$ cat config.mk
export PLATFORM = sky130hd
export DESIGN_NAME = interrupt_event_waiter_dispatch_core
export DESIGN_NICKNAME = d
export VERILOG_FILES = /design/src/ewd_pkg.sv /design/src/ewd_ctrl.sv /design/src/ewd_datapath.sv /design/src/interrupt_event_waiter_dispatch_core.sv
export SDC_FILE = /design/constraint.sdc
export NUM_CORES = 1
export LEC_CHECK = 0
export BUFFER_PORTS_ARGS = -buffer_cell sky130_fd_sc_hd__buf_4
export CAP_MARGIN = 20
export CORE_MARGIN = 2
export CORE_UTILIZATION = 24
export CTS_CLUSTER_SIZE = 40
export DETAILED_ROUTE_END_ITERATION = 6
export GPL_ROUTABILITY_DRIVEN = 0
export GPL_TIMING_DRIVEN = 0
export PLACE_DENSITY = 0.4
export SLEW_MARGIN = 0
export SYNTH_ARGS = -nofsm -noshare
export SYNTH_HDL_FRONTEND = slang
export SYNTH_HIERARCHICAL = 1
export SYNTH_SLANG_ARGS = --single-unit
$ cat constraint.sdc
create_clock -name clk -period 5.4 [get_ports clk]
set_input_delay 0.54 -clock clk [delete_from_list [all_inputs] [get_ports clk]]
set_output_delay 0.54 -clock clk [all_outputs]
set_load 0.005 [all_outputs]
$ cat src/ewd_pkg.sv
// ----------------------------------------------------------------------------
// Event waiter dispatch - package
// Item types, event and status codes, controller/datapath links.
// ----------------------------------------------------------------------------
package ewd_pkg;

  localparam int TASK_ID_BITS = 6;
  localparam int EVENT_COUNT  = 5;
  localparam int EVENT_BITS   = 3;

  localparam logic [EVENT_BITS-1:0] EV_TIMER = 3'd0;
  localparam logic [EVENT_BITS-1:0] EV_RX1   = 3'd1;
  localparam logic [EVENT_BITS-1:0] EV_TX1   = 3'd2;
  localparam logic [EVENT_BITS-1:0] EV_RX2   = 3'd3;
  localparam logic [EVENT_BITS-1:0] EV_TX2   = 3'd4;

  localparam logic OP_AWAIT = 1'b0;
  localparam logic OP_IRQ   = 1'b1;

  localparam logic [1:0] ST_OK    = 2'd0;
  localparam logic [1:0] ST_BAD   = 2'd1;
  localparam logic [1:0] ST_NOSRC = 2'd2;

  localparam logic CTS_AT_START_RST = 1'b0;

  typedef struct packed {
    logic                    opcode;
    logic [TASK_ID_BITS-1:0] task_id;
    logic [EVENT_BITS-1:0]   event_number;
    logic                    timer_pending;
    logic                    uart2_pending;
    logic                    uart1_pending;
    logic                    uart2_tx_flag;
    logic                    uart2_rx_flag;
    logic                    uart1_tx_flag;
    logic                    uart1_modem_flag;
    logic                    uart1_rx_flag;
    logic                    cts_level;
  } in_item_t;

  typedef struct packed {
    logic                    woke;
    logic [TASK_ID_BITS-1:0] woken_task;
    logic [EVENT_BITS-1:0]   woken_event;
    logic [1:0]              status;
    logic [EVENT_COUNT-1:0]  enabled_events;
    logic                    last;
  } out_item_t;

  // controller -> datapath
  typedef struct packed {
    logic load;
    logic sel_second;
  } ewd_cmd_t;

  // datapath -> controller
  typedef struct packed {
    logic two_results;
  } ewd_stat_t;

endpackage

$ cat src/ewd_ctrl.sv
// ----------------------------------------------------------------------------
// Event waiter dispatch - controller
// Sequences one item: accept, then hand out one or two results.
// ----------------------------------------------------------------------------
module ewd_ctrl import ewd_pkg::*; (
  input  logic      clk,
  input  logic      rst_n,
  input  logic      in_valid,
  output logic      in_ready,
  output logic      out_valid,
  input  logic      out_ready,
  input  ewd_stat_t stat,
  output ewd_cmd_t  cmd
);

  localparam logic [1:0] S_IDLE = 2'd0;
  localparam logic [1:0] S_OUT0 = 2'd1;
  localparam logic [1:0] S_OUT1 = 2'd2;

  logic [1:0] state_r, state_nxt;

  assign in_ready       = (state_r == S_IDLE);
  assign out_valid      = (state_r == S_OUT0) || (state_r == S_OUT1);
  assign cmd.load       = in_valid && in_ready;
  assign cmd.sel_second = (state_r == S_OUT1);

  always_comb begin
    state_nxt = state_r;
    case (state_r)
      S_IDLE: begin
        if (in_valid) state_nxt = S_OUT0;
      end
      S_OUT0: begin
        if (out_ready) state_nxt = stat.two_results ? S_OUT1 : S_IDLE;
      end
      S_OUT1: begin
        if (out_ready) state_nxt = S_IDLE;
      end
      default: state_nxt = S_IDLE;
    endcase
  end

  always_ff @(posedge clk) begin
    if (!rst_n) state_r <= S_IDLE;
    else        state_r <= state_nxt;
  end

endmodule

$ cat src/ewd_datapath.sv
// ----------------------------------------------------------------------------
// Event waiter dispatch - datapath
// Waiter slots, enable bits, serial-1 handshake flags and result registers.
// ----------------------------------------------------------------------------
module ewd_datapath import ewd_pkg::*; (
  input  logic      clk,
  input  logic      rst_n,
  input  ewd_cmd_t  cmd,
  output ewd_stat_t stat,
  input  in_item_t  in_data,
  input  logic      cfg_valid,
  input  logic      cfg_data,
  output out_item_t out_data
);

  typedef struct packed {
    logic                    woke;
    logic [TASK_ID_BITS-1:0] task_id;
    logic [EVENT_BITS-1:0]   ev;
  } res_t;

  logic [TASK_ID_BITS-1:0] waiter_task_r [EVENT_COUNT];
  logic [EVENT_COUNT-1:0]  waiter_valid_r, waiter_valid_nxt;
  logic [EVENT_COUNT-1:0]  enable_r, enable_nxt;
  logic                    cts_r, cts_nxt;
  logic                    txrdy_r, txrdy_nxt;
  logic [1:0]              status_r, status_nxt;
  logic                    two_r, two_nxt;
  res_t                    res0_r, res0_nxt;
  res_t                    res1_r, res1_nxt;
  res_t                    cand [EVENT_COUNT];
  logic                    slot_wr;
  logic                    cts_mid, txrdy_mid;
  res_t                    res_sel;

  // what serving each slot would report; unwritten tasks are masked off
  always_comb begin
    for (int e = 0; e < EVENT_COUNT; e++) begin
      cand[e].woke    = waiter_valid_r[e];
      cand[e].task_id = waiter_valid_r[e] ? waiter_task_r[e] : '0;
      cand[e].ev      = EVENT_BITS'(e);
    end
  end

  always_comb begin
    waiter_valid_nxt = waiter_valid_r;
    enable_nxt       = enable_r;
    cts_nxt          = cts_r;
    txrdy_nxt        = txrdy_r;
    status_nxt       = ST_OK;
    two_nxt          = 1'b0;
    res0_nxt         = '0;
    res1_nxt         = '0;
    slot_wr          = 1'b0;
    cts_mid          = cts_r;
    txrdy_mid        = txrdy_r;
    if (in_data.opcode == OP_AWAIT) begin
      if (in_data.event_number < EVENT_BITS'(EVENT_COUNT) &&
          !waiter_valid_r[in_data.event_number]) begin
        slot_wr                                = 1'b1;
        waiter_valid_nxt[in_data.event_number] = 1'b1;
        enable_nxt[in_data.event_number]       = 1'b1;
      end else begin
        status_nxt = ST_BAD;
      end
    end else if (in_data.timer_pending) begin
      res0_nxt                   = cand[EV_TIMER];
      waiter_valid_nxt[EV_TIMER] = 1'b0;
      enable_nxt[EV_TIMER]       = 1'b0;
    end else if (in_data.uart2_pending) begin
      if (in_data.uart2_tx_flag) begin
        res0_nxt                 = cand[EV_TX2];
        waiter_valid_nxt[EV_TX2] = 1'b0;
        enable_nxt[EV_TX2]       = 1'b0;
      end
      if (in_data.uart2_rx_flag) begin
        if (in_data.uart2_tx_flag) begin
          res1_nxt = cand[EV_RX2];
          two_nxt  = 1'b1;
        end else begin
          res0_nxt = cand[EV_RX2];
        end
        waiter_valid_nxt[EV_RX2] = 1'b0;
        enable_nxt[EV_RX2]       = 1'b0;
      end
    end else if (in_data.uart1_pending) begin
      if (in_data.uart1_tx_flag) begin
        txrdy_mid          = 1'b1;
        enable_nxt[EV_TX1] = 1'b0;
      end
      if (in_data.uart1_modem_flag) cts_mid = in_data.cts_level;
      if (in_data.uart1_rx_flag) begin
        res0_nxt                 = cand[EV_RX1];
        waiter_valid_nxt[EV_RX1] = 1'b0;
        enable_nxt[EV_RX1]       = 1'b0;
      end
      // transmit waiter released only with both ready and clear-to-send;
      // its enable bit is left alone here
      if (cts_mid && txrdy_mid) begin
        if (in_data.uart1_rx_flag) begin
          res1_nxt = cand[EV_TX1];
          two_nxt  = 1'b1;
        end else begin
          res0_nxt = cand[EV_TX1];
        end
        waiter_valid_nxt[EV_TX1] = 1'b0;
        txrdy_mid                = 1'b0;
        cts_mid                  = 1'b0;
      end
      cts_nxt   = cts_mid;
      txrdy_nxt = txrdy_mid;
    end else begin
      status_nxt = ST_NOSRC;
    end
  end

  always_ff @(posedge clk) begin
    if (!rst_n) begin
      waiter_valid_r <= '0;
      enable_r       <= '0;
      cts_r          <= CTS_AT_START_RST;
      txrdy_r        <= 1'b0;
    end else if (cmd.load) begin
      waiter_valid_r <= waiter_valid_nxt;
      enable_r       <= enable_nxt;
      cts_r          <= cts_nxt;
      txrdy_r        <= txrdy_nxt;
    end else if (cfg_valid) begin
      cts_r <= cfg_data;
    end
  end

  always_ff @(posedge clk) begin
    if (cmd.load) begin
      if (slot_wr) waiter_task_r[in_data.event_number] <= in_data.task_id;
      res0_r   <= res0_nxt;
      res1_r   <= res1_nxt;
      status_r <= status_nxt;
      two_r    <= two_nxt;
    end
  end

  assign stat.two_results = two_r;
  assign res_sel          = cmd.sel_second ? res1_r : res0_r;

  assign out_data.woke           = res_sel.woke;
  assign out_data.woken_task     = res_sel.task_id;
  assign out_data.woken_event    = res_sel.ev;
  assign out_data.status         = status_r;
  assign out_data.enabled_events = enable_r;
  assign out_data.last           = cmd.sel_second || !two_r;

endmodule

$ cat src/interrupt_event_waiter_dispatch_core.sv
// ----------------------------------------------------------------------------
// Event waiter dispatch core
// One waiter slot per event (timer, serial 1/2 rx/tx); await and interrupt
// items claim slots or wake waiting tasks.
// ----------------------------------------------------------------------------
// Usage:
//   in_*  : one item per await call or interrupt arrival (valid/ready).
//   out_* : one or two results per item, the final one flagged by last.
//   cfg_* : single register, clear-to-send level; write only while idle.
//           cfg_ready is always high.
// Timing: an item is taken while the controller is idle; its first result is
//   shown in the cycle after it is taken, a second result once the first is taken.
//   The controller holds a single item in flight: no new item is taken until
//   the last result of the current item has been accepted.
// Reset clears all slots, enable bits and the serial-1 flags; clear-to-send
//   comes back at its reset level. When the receiver stalls the result is
//   held in the output registers and no new item is taken.
// ----------------------------------------------------------------------------
module interrupt_event_waiter_dispatch_core import ewd_pkg::*; (
  input  logic      clk,
  input  logic      rst_n,
  input  logic      in_valid,
  output logic      in_ready,
  input  in_item_t  in_data,
  output logic      out_valid,
  input  logic      out_ready,
  output out_item_t out_data,
  input  logic      cfg_valid,
  output logic      cfg_ready,
  input  logic      cfg_data
);

  ewd_cmd_t  cmd;
  ewd_stat_t stat;

  assign cfg_ready = 1'b1;

  ewd_ctrl u_ctrl (
    .clk       (clk),
    .rst_n     (rst_n),
    .in_valid  (in_valid),
    .in_ready  (in_ready),
    .out_valid (out_valid),
    .out_ready (out_ready),
    .stat      (stat),
    .cmd       (cmd)
  );

  ewd_datapath u_dp (
    .clk       (clk),
    .rst_n     (rst_n),
    .cmd       (cmd),
    .stat      (stat),
    .in_data   (in_data),
    .cfg_valid (cfg_valid),
    .cfg_data  (cfg_data),
    .out_data  (out_data)
  );

endmodule

**Yosys cells after proc, flatten, opt, wreduce, memory -nomap -nowiden**

Memory sizes are Yosys's and may differ from the RTL's.
Cells that the tools add are included.
Widths: inputs -> output; s select.

- Order comparisons: 3
- Reduce and logical (&&, ||, !) cells: 21
- Bitwise operators: 5
- Equality and inequality tests: 19
- Mux-type cells: 81

Operators with widths:

| kind | count |
|---|---|
| $mux 10 | 16 |
| $mux 1 | 38 |
| $ne 2x2->1 const B | 16 |
| $mux 6 | 5 |
| $mux 2 | 13 |
| $mux 5 | 4 |
| $reduce_and 5->1 | 4 |
| $reduce_and 6->1 | 3 |
| $or 5x5->5 | 2 |
| $mux 4 | 2 |
| $pmux 2 s3 | 1 |
| $reduce_and 3->1 | 2 |
| $logic_and 1x1->1 | 4 |
| $lt 3x4->1 const B | 1 |
| $reduce_bool 2->1 | 2 |
| $bmux 1 s3 | 1 |
| $demux 1 s3 | 1 |
| $ge 3x1->1 const B | 1 |
| $lt 3x3->1 const B | 1 |
| $not 1->1 | 3 |
| $eq 2x1->1 const B | 1 |
| $eq 2x2->1 const B | 1 |
| $logic_not 1->1 | 2 |
| $logic_not 2->1 | 1 |
| other kinds (3) | 4 |

- Memory bits (writable): 30
- Memories kept: 1
- Output and inout bits: 21
- Register bits after elaboration: 37
- Input port bits: 25
- Logic and storage cells: 151

Memories:

| memory | words | width | rd ports | clocked after Yosys merged registers in | wr ports | line | RTL |
|---|---|---|---|---|---|---|---|
| u_dp.waiter_task_r | 5 | 6 | 5 | 0 | 1 | ewd_datapath.sv:22 | `logic [TASK_ID_BITS-1:0] waiter_task_r [EVENT_COUNT];` |

**Longest topological paths before layout**

Gate-level depths: netlist of run 1.

- Word-level depth: 12
- Gate-level depth with buffers: 7
- Depth with buffers taken out: 7

**By module**

Netlist of run 1, hierarchy kept.

Modules (own cells, without submodules):

| module | times used | cells each | seq. area each (µm²) | area each (µm²) |
|---|---|---|---|---|
| ewd_datapath | 1 | 222 | 1,771.7 | 2,808.9 |
| ewd_ctrl | 1 | 16 | 40.0 | 167.7 |
| interrupt_event_waiter_dispatch_core | 1 | 2 | 0.0 | 11.3 |

**Worst setup path before layout of run 1**

Ideal clock, no wire load.

- Kind: input port to flip-flop
- Start point: input in_valid
- End point: memory u_dp.waiter_task_r[4][0], enable pin
- Data required time: 5,046 ps
- Data arrival time: 2,088 ps
- Library setup time: 354 ps
- Path slack: 2,958 ps
- Cell stages on the path: 4
- Buffers on the path: 0
- Path through: and2_1 -> nand2b_1 -> nor3b_1 -> nor2b_1

- Longest elaborated chain between the ends: 3

Ends and longest elaborated chain:

| element | line | RTL |
|---|---|---|
| start, declared | interrupt_event_waiter_dispatch_core.sv:22 | `input logic in_valid,` |
| $logic_and 1x1->1 | ewd_ctrl.sv:24 | `assign cmd.load = in_valid && in_ready;` |
| $mux 1 | ewd_datapath.sv:134 | `if (cmd.load) begin` |
| $mux 1 (not written as such) | ewd_datapath.sv:135 | `if (slot_wr) waiter_task_r[in_data.event_number] <= in_data.task_id;` |
| end, declared | ewd_datapath.sv:22 |  |

No other way between the ends.

==> out/metrics.cfg, run 1 <==
[outcome]
status = completed

[cells_and_area]
drive_gt1_frac = 0.2953
final_nets = 322
antenna_cells = 0
nFillCells = 1228
instances_no_fill = 466
syn2layout_area_growth_pct = 28.14

[global_route]
antenna_found_initial = 0
grtUsageTotal = 0.1162
grt_max_degree = 16
grt_pass1_vias = 2013
grt_pass1_wl_mm = 11.39
overflow = 0

[drt]
wl_met1_mm = 3.412
wl_per_cell_um = 15.31
avgViaCountPerCell = 4.341
met2_length_mm = 3.242
drc = 0
wl_mm = 7.134
top_layer = met4
via_count = 2023
ant_nets = 0
dr_wl_met3_um = 352
drt_iter0_markers = 66
drt-pass1-iter-count = 4

[yosys]
ys_ff_latch = 65
yosysWarningCount = 6
synth.avg_cell_area_um2 = 12.45
syn_area_mm2 = 0.002988
synth_mux_area_frac = 0.04188
syn_nets = 269
synthAdderAreaFrac = 0.01675
synth-compound-area-share = 0.1671
synthFlopType = edfxtp_1
yosys.area_share.simple = 0.1311
async_reset_ff_frac = 0
ys_seq_area_frac = 0.6064
ys_types = 49
synth-edff-count = 51
synthesis.instances = 240
synth_top_family_by_area = compound AO/OA/AOI/OAI gates
synth_xor_xnor_area_share = 0

[clock_network]
clkTransAtPathRegs_ns = 0.05
ctsRootBufferMaster = clkbuf_16
cts_buffers = 9
hold_buffers = 0
htree_levels = 3
cts_resized = 0
cts.sinks = 65
clk_latency_ns = 0.32
ctsLongestPathBuffers = 2
cts_tree = built
postCtsSetupBuffers = 0

[timing]
clock.fmax_mhz = 354.1
min_period_over_period = 0.5230
rsz0062_at_grt = no
setup-tns-final_ns = 0
finalSetupViolations = 0
worstMarginPinSlew_ns = 0.8594
relSlewSlack = 0.4223
holdWs_ns = 0.4285
fin_worst_skew_ns = 0.003315
hold_viol = 0
period_needed_ns = 2.824
drv_slew = 0

[critical_path]
start_kind = flop
cp.buffers_inverters = 2
worstPathRequired_ns = 5.35
reg2reg_to = u_dp/waiter_task_r[4][3]
critical-path-max-stage-delay_ns = 0.58
worstSetupPathType = flop to flop
critPathArrivalTime_ns = 2.78
reg2reg_from = u_ctrl/state_r[1]
critPathSlowestCell = and2_1
path_delay_family = simple AND/OR/NAND/NOR gates
endpoint_kind = flop
crit_chain = inv_1 > ha_1 > and2_1 > buf_8 > nand2b_1 > nor3b_1 > nor2b_1
rr_worst_depth = 7
ff2ff_setup_slack_ns = 2.58
critPathMaxFanout = 15

[floorplan]
core_mm2 = 0.01206
dieArea_mm2 = 0.01336
row_count = 40
start_util = 0.2477
die_w_um = 115.6
ioPinCount = 46
die_y_um = 115.6

[hold_path]
hold_path_depth = 1
hold_class = primary input to flop
holdPathEnd = u_dp/waiter_task_r[0][0]
min_from = in_data[12]

[placement]
dp_cells = 450
dpl.hpwl_mm = 5.138
portBuffers = 40

[job]
maxCapViolCount = 0

[power]
p_per_area_mw_per_mm2 = 329.0
leakage_nw = 1.368
worst_ir_drop_vdd_uv = 164.9

where the power goes:
part	internal (mW)	switching, mW
Sequential	0.557	0.00542
Clock	0.404	0.196
Combinational	0.0461	0.0512
Total	1.01	0.253
state kept, by name, indices dropped and copies added, names as in the netlist:
signal,count
u_dp/waiter_task_r,30
u_dp/cts_r,1
u_dp/res0_r,10
u_ctrl/state_r,2
u_dp/status_r,2
u_dp/res1_r,9
u_dp/txrdy_r,1
u_dp/enable_r,5
u_dp/waiter_valid_r,5
cell usage in the layout, fill, tap and decap left out, types with 2 or more instances in the layout:
cell / count
a211o_1: 2
a21boi_0: 3
a21oi_1: 12
a21oi_2: 8
a221o_1: 6
a22o_1: 6
a22oi_1: 6
a31oi_1: 2
and2_1: 2
and3_1: 4
and4b_1: 2
buf_2: 4
buf_4: 44
bufinv_16: 2
clkbuf_1: 12
clkbuf_16: 9
dfxtp_1: 14
edfxtp_1: 51
ha_1: 4
inv_1: 5
mux2_2: 9
nand2_1: 13
nand2b_1: 5
nand3b_1: 3
nor2_1: 18
nor2b_1: 8
nor3_1: 4
nor4_2: 2
o21a_1: 6
o21ai_0: 9
kinds of logic after synthesis:
logic type	count (synthesis)
DFF	65
other	1
buffers and inverters	22
and+or+nand+nor	70
adders and majority gates	4
muxes	11
AOI/OAI and AO/OA	67
worst max path at each step:
stage                      startpoint                       end  slack [ns]  cells after the start
floorplan                    in_valid  u_dp/waiter_task_r[4][0]        2.96                      4
finish              u_ctrl/state_r[1]  u_dp/waiter_task_r[4][3]        2.58                      7
global route        u_ctrl/state_r[1]  u_dp/waiter_task_r[4][1]        2.23                      7
CTS                 u_ctrl/state_r[0]  u_dp/waiter_task_r[0][0]        2.47                      7
detailed placement           in_valid  u_dp/waiter_task_r[0][1]        2.41                      6
global placement             in_valid  u_dp/waiter_task_r[0][2]        1.97                      5
through the flow:
stage | instance area (um^2) | setup slack, ns | total power, mW | util
2_1_floorplan | 2988 | 2.958 | 0.6222 | -
4_1_cts | 3829 | 2.474 | 1.280 | 0.3174
6_report | 3829 | 2.576 | 1.260 | 0.3174
3_5_place_dp | 3521 | 2.411 | 0.6706 | 0.2919
5_1_grt | 3829 | 2.228 | 1.312 | 0.3174
3_3_place_gp | 3498 | 1.969 | 0.6683 | 0.2900
layout make-up:
cell class	count	area, um^2	share of cell area
Buffer	16	83.83	0.02190
Clock buffer	13	240.2	0.06275
Clock inverter	3	67.56	0.01765
Inverter	6	22.52	0.005882
Multi-Input combinational cell	153	1070	0.2794
Sequential cell	65	1812	0.4732
Tap cell	168	210.2	0.05490
Timing Repair Buffer	42	322.8	0.08431
synth_stat cells (all sizes together), types with 4 or more instances:
library cell | instances | share of area
dfxtp | 14 | 0.094
edfxtp | 51 | 0.51
nor2 | 18 | 0.023
o21ai | 9 | 0.015
nor2b | 9 | 0.020
mux2 | 9 | 0.034
a22oi | 6 | 0.015
nor3 | 5 | 0.010
inv | 6 | 0.0075
and3 | 5 | 0.011
a21oi | 20 | 0.044
nand2b | 5 | 0.010
buf | 8 | 0.018
a22o | 6 | 0.018
clkbuf | 8 | 0.010
a221o | 6 | 0.020
nand2 | 13 | 0.016
o21a | 6 | 0.015
ha | 4 | 0.017
layer usage:
metal,vias up,GRT usage
met2,51,0.1782
met5,-,0
met3,8,0.02301
met1,958,0.1568
met4,0,0.05783
li1,1006,-
Power figures use the tool's default switching activity.
==> run 2: changes to the inputs <==
clock period = 2.7 ns   (was 5.4 ns; I/O delays follow)
==> run 2 against run 1 <==
  * First-iteration DRC count grew 17%
  * Routed wire length barely moved
  * Hold slack lost 0.27 ns
  * Combinational power increased by 100%
  * Total power increased by 100%
  * Maximum frequency is 14% higher
  * Sequential share of layout area down 0.077 points
  * Register-to-register slack got worse by 2.4 ns
  * Clock skew barely moved
  * Via count shrank 0.74%
  * Critical path type unchanged
==> out/metrics.cfg, run 2 (same netlist as run 1, synthesis figures left out) <==
[cells_and_area]
top_regs = u_dp/waiter_task_r: 30 flops, u_dp/res0_r: 10 flops, u_dp/res1_r: 9 flops
syn2layout_area_growth_pct = 28.35
seqCellArea_mm2 = 0.001812  ; unchanged
multi_input_area_mm2 = 0.001076  ; +0.58%
drive_gt1_frac = 0.3054  ; +0.01007
layout_common_cells = edfxtp_1 (51), buf_4 (44), nor2_1 (18)
final_common_cell = edfxtp_1
largest_reg_flops = 30  ; unchanged
nFillCells = 1232  ; +0.33%
instances_no_fill = 466  ; unchanged
largest_register = u_dp/waiter_task_r
final_nets = 322  ; unchanged
antenna_cells = 0  ; unchanged

[timing]
period_needed_ns = 2.478  ; -0.3459 ns
hold_viol = 0  ; unchanged
fin_worst_skew_ns = 0.003356  ; +0.00004188 ns
setup_slack_ns = 0.2219  ; -2.354 ns
rsz0062_at_grt = no
finalSetupViolations = 0  ; unchanged
min_period_over_period = 0.9178  ; +0.3948
clock.fmax_mhz = 403.5  ; +14%
holdWs_ns = 0.1584  ; -0.2701 ns
drv_slew = 0  ; unchanged
relSlewSlack = 0.4263  ; +0.003983
worstMarginPinSlew_ns = 0.8535  ; -0.005925 ns

[drt]
wl_mm = 7.132  ; about the same
drc = 0  ; unchanged
drt-pass1-iter-count = 4  ; unchanged
via_count = 2008  ; -0.74%
wl_per_cell_um = 15.30  ; about the same
drt_iter0_markers = 77  ; +17%
ant_nets = 0  ; unchanged
avgViaCountPerCell = 4.309  ; -0.74%

[clock_network]
cts_tree = built
clk_latency_ns = 0.32  ; about the same
ctsLongestPathBuffers = 2  ; unchanged
clkTransAtPathRegs_ns = 0.05  ; about the same
htree_levels = 3  ; unchanged
hold_buffers = 0  ; unchanged
cts.sinks = 65  ; unchanged
cts_buffers = 9  ; unchanged
ctsRootBufferMaster = clkbuf_16

[power]
leakage_nw = 1.369  ; about the same
worst_ir_drop_vdd_uv = 329.7  ; +100%
finalPower_mw = 2.520  ; +100%
p_per_area_mw_per_mm2 = 657.0  ; +100%

[global_route]
grtUsageTotal = 0.1163  ; about the same
grt_pass1_wl_mm = 11.41  ; +0.18%
overflow = 0  ; unchanged
grt.busiest_layer = met2
grtUsageMet3 = 0.02301  ; unchanged
grt_max_degree = 16  ; unchanged
met2_usage = 0.1786  ; +0.0003899
use_met1 = 0.1568  ; unchanged
antenna_found_initial = 0  ; unchanged
grt_pass1_vias = 2019  ; +0.30%

[hold_path]
hold_path_depth = 1  ; unchanged
hold_class = primary input to flop
min_from = in_data[12]
holdPathEnd = u_dp/waiter_task_r[0][0]

[critical_path]
ff2ff_setup_slack_ns = 0.22  ; -2.35 ns
reg2reg_from = u_ctrl/state_r[1]
reg2reg_to = u_dp/waiter_task_r[2][0]
rr_worst_depth = 7  ; unchanged
start_kind = flop
critPathMaxFanout = 15  ; unchanged
critPathArrivalTime_ns = 2.51  ; -0.27 ns
endpoint_kind = flop
worstPathRequired_ns = 2.74  ; -2.61 ns
worstSetupPathType = flop to flop

[floorplan]
start_util = 0.2477  ; unchanged
row_count = 40  ; unchanged
dieArea_mm2 = 0.01336  ; unchanged
die_y_um = 115.6  ; unchanged
die_w_um = 115.6  ; unchanged
ioPinCount = 46  ; unchanged
core_mm2 = 0.01206  ; unchanged

[placement]
pre_cts_slack_ns = -0.1959  ; -2.607 ns
portBuffers = 40  ; unchanged
dpl.hpwl_mm = 5.138  ; unchanged
dp_cells = 450  ; unchanged

[outcome]
status = completed

[job]
maxCapViolCount = 0  ; unchanged

-- run 2: cell counts in the layout (fill, tap and decap cells not counted) --
Identical to the previous run, type by type.
-- run 2: how the worst max path moves through the flow --
stage | from | endpoint | depth (start not counted)
2_1_floorplan | u_ctrl/state_r[0] | u_dp/waiter_task_r[4][0] | 6
3_3_place_gp | u_ctrl/state_r[0] | u_dp/waiter_task_r[0][2] | 6
3_5_place_dp | u_ctrl/state_r[0] | u_dp/waiter_task_r[0][1] | 7
4_1_cts | u_ctrl/state_r[0] | u_dp/waiter_task_r[2][0] | 7
5_1_grt | u_ctrl/state_r[1] | u_dp/waiter_task_r[4][1] | 7
6_report | u_ctrl/state_r[1] | u_dp/waiter_task_r[2][0] | 7
-- run 2: critical path, cell delays in order (launching register included) --
cell	delay, ns
dfxtp_1	0.32
inv_1	0.10
ha_1	0.15
and2_2	0.37
buf_8	0.22
nand2_1	0.10
nor4_2	0.65
buf_4	0.27
-- run 2: per-stage QoR --
stage / instance area [um^2] / TNS (ns) / util
2_1_floorplan: 2988 / 0 / -
3_3_place_gp: 3498 / -15.43 / 0.2900
3_5_place_dp: 3521 / -2.443 / 0.2919
4_1_cts: 3835 / 0 / 0.3179
5_1_grt: 3835 / 0 / 0.3179
6_report: 3835 / 0 / 0.3179
-- run 2: what timing repair did --
action                                  4_1_cts  5_1_grt
endpoints found under the setup margin       21        0
buffers inserted                              0        0
resized for setup                             3        0
-- run 2: layer usage --
metal  up-vias  part of all wire  wire length, um
met5         -                 0                0
met4         0             0.018              127
met3         8             0.047              336
met2        45              0.45             3238
met1       948              0.48             3430
li1       1007                 -                -
-- run 2: power breakdown --
| group | total [mW] | switching [mW] | internal (mW) |
|---|---|---|---|
| clock | 1.20 | 0.391 | 0.809 |
| sequential | 1.12 | 0.0108 | 1.11 |
| combinational | 0.195 | 0.102 | 0.0928 |
| total | 2.52 | 0.505 | 2.01 |
-- run 2: final cells by class --
type,count,area share
flip-flops and latches,65,0.4724
plain buffers,16,0.02186
inverters,6,0.005873
clock inverters,3,0.01762
clock buffers,13,0.06264
well taps,168,0.05481
repair buffers,42,0.08418
multi-input cells,153,0.2806
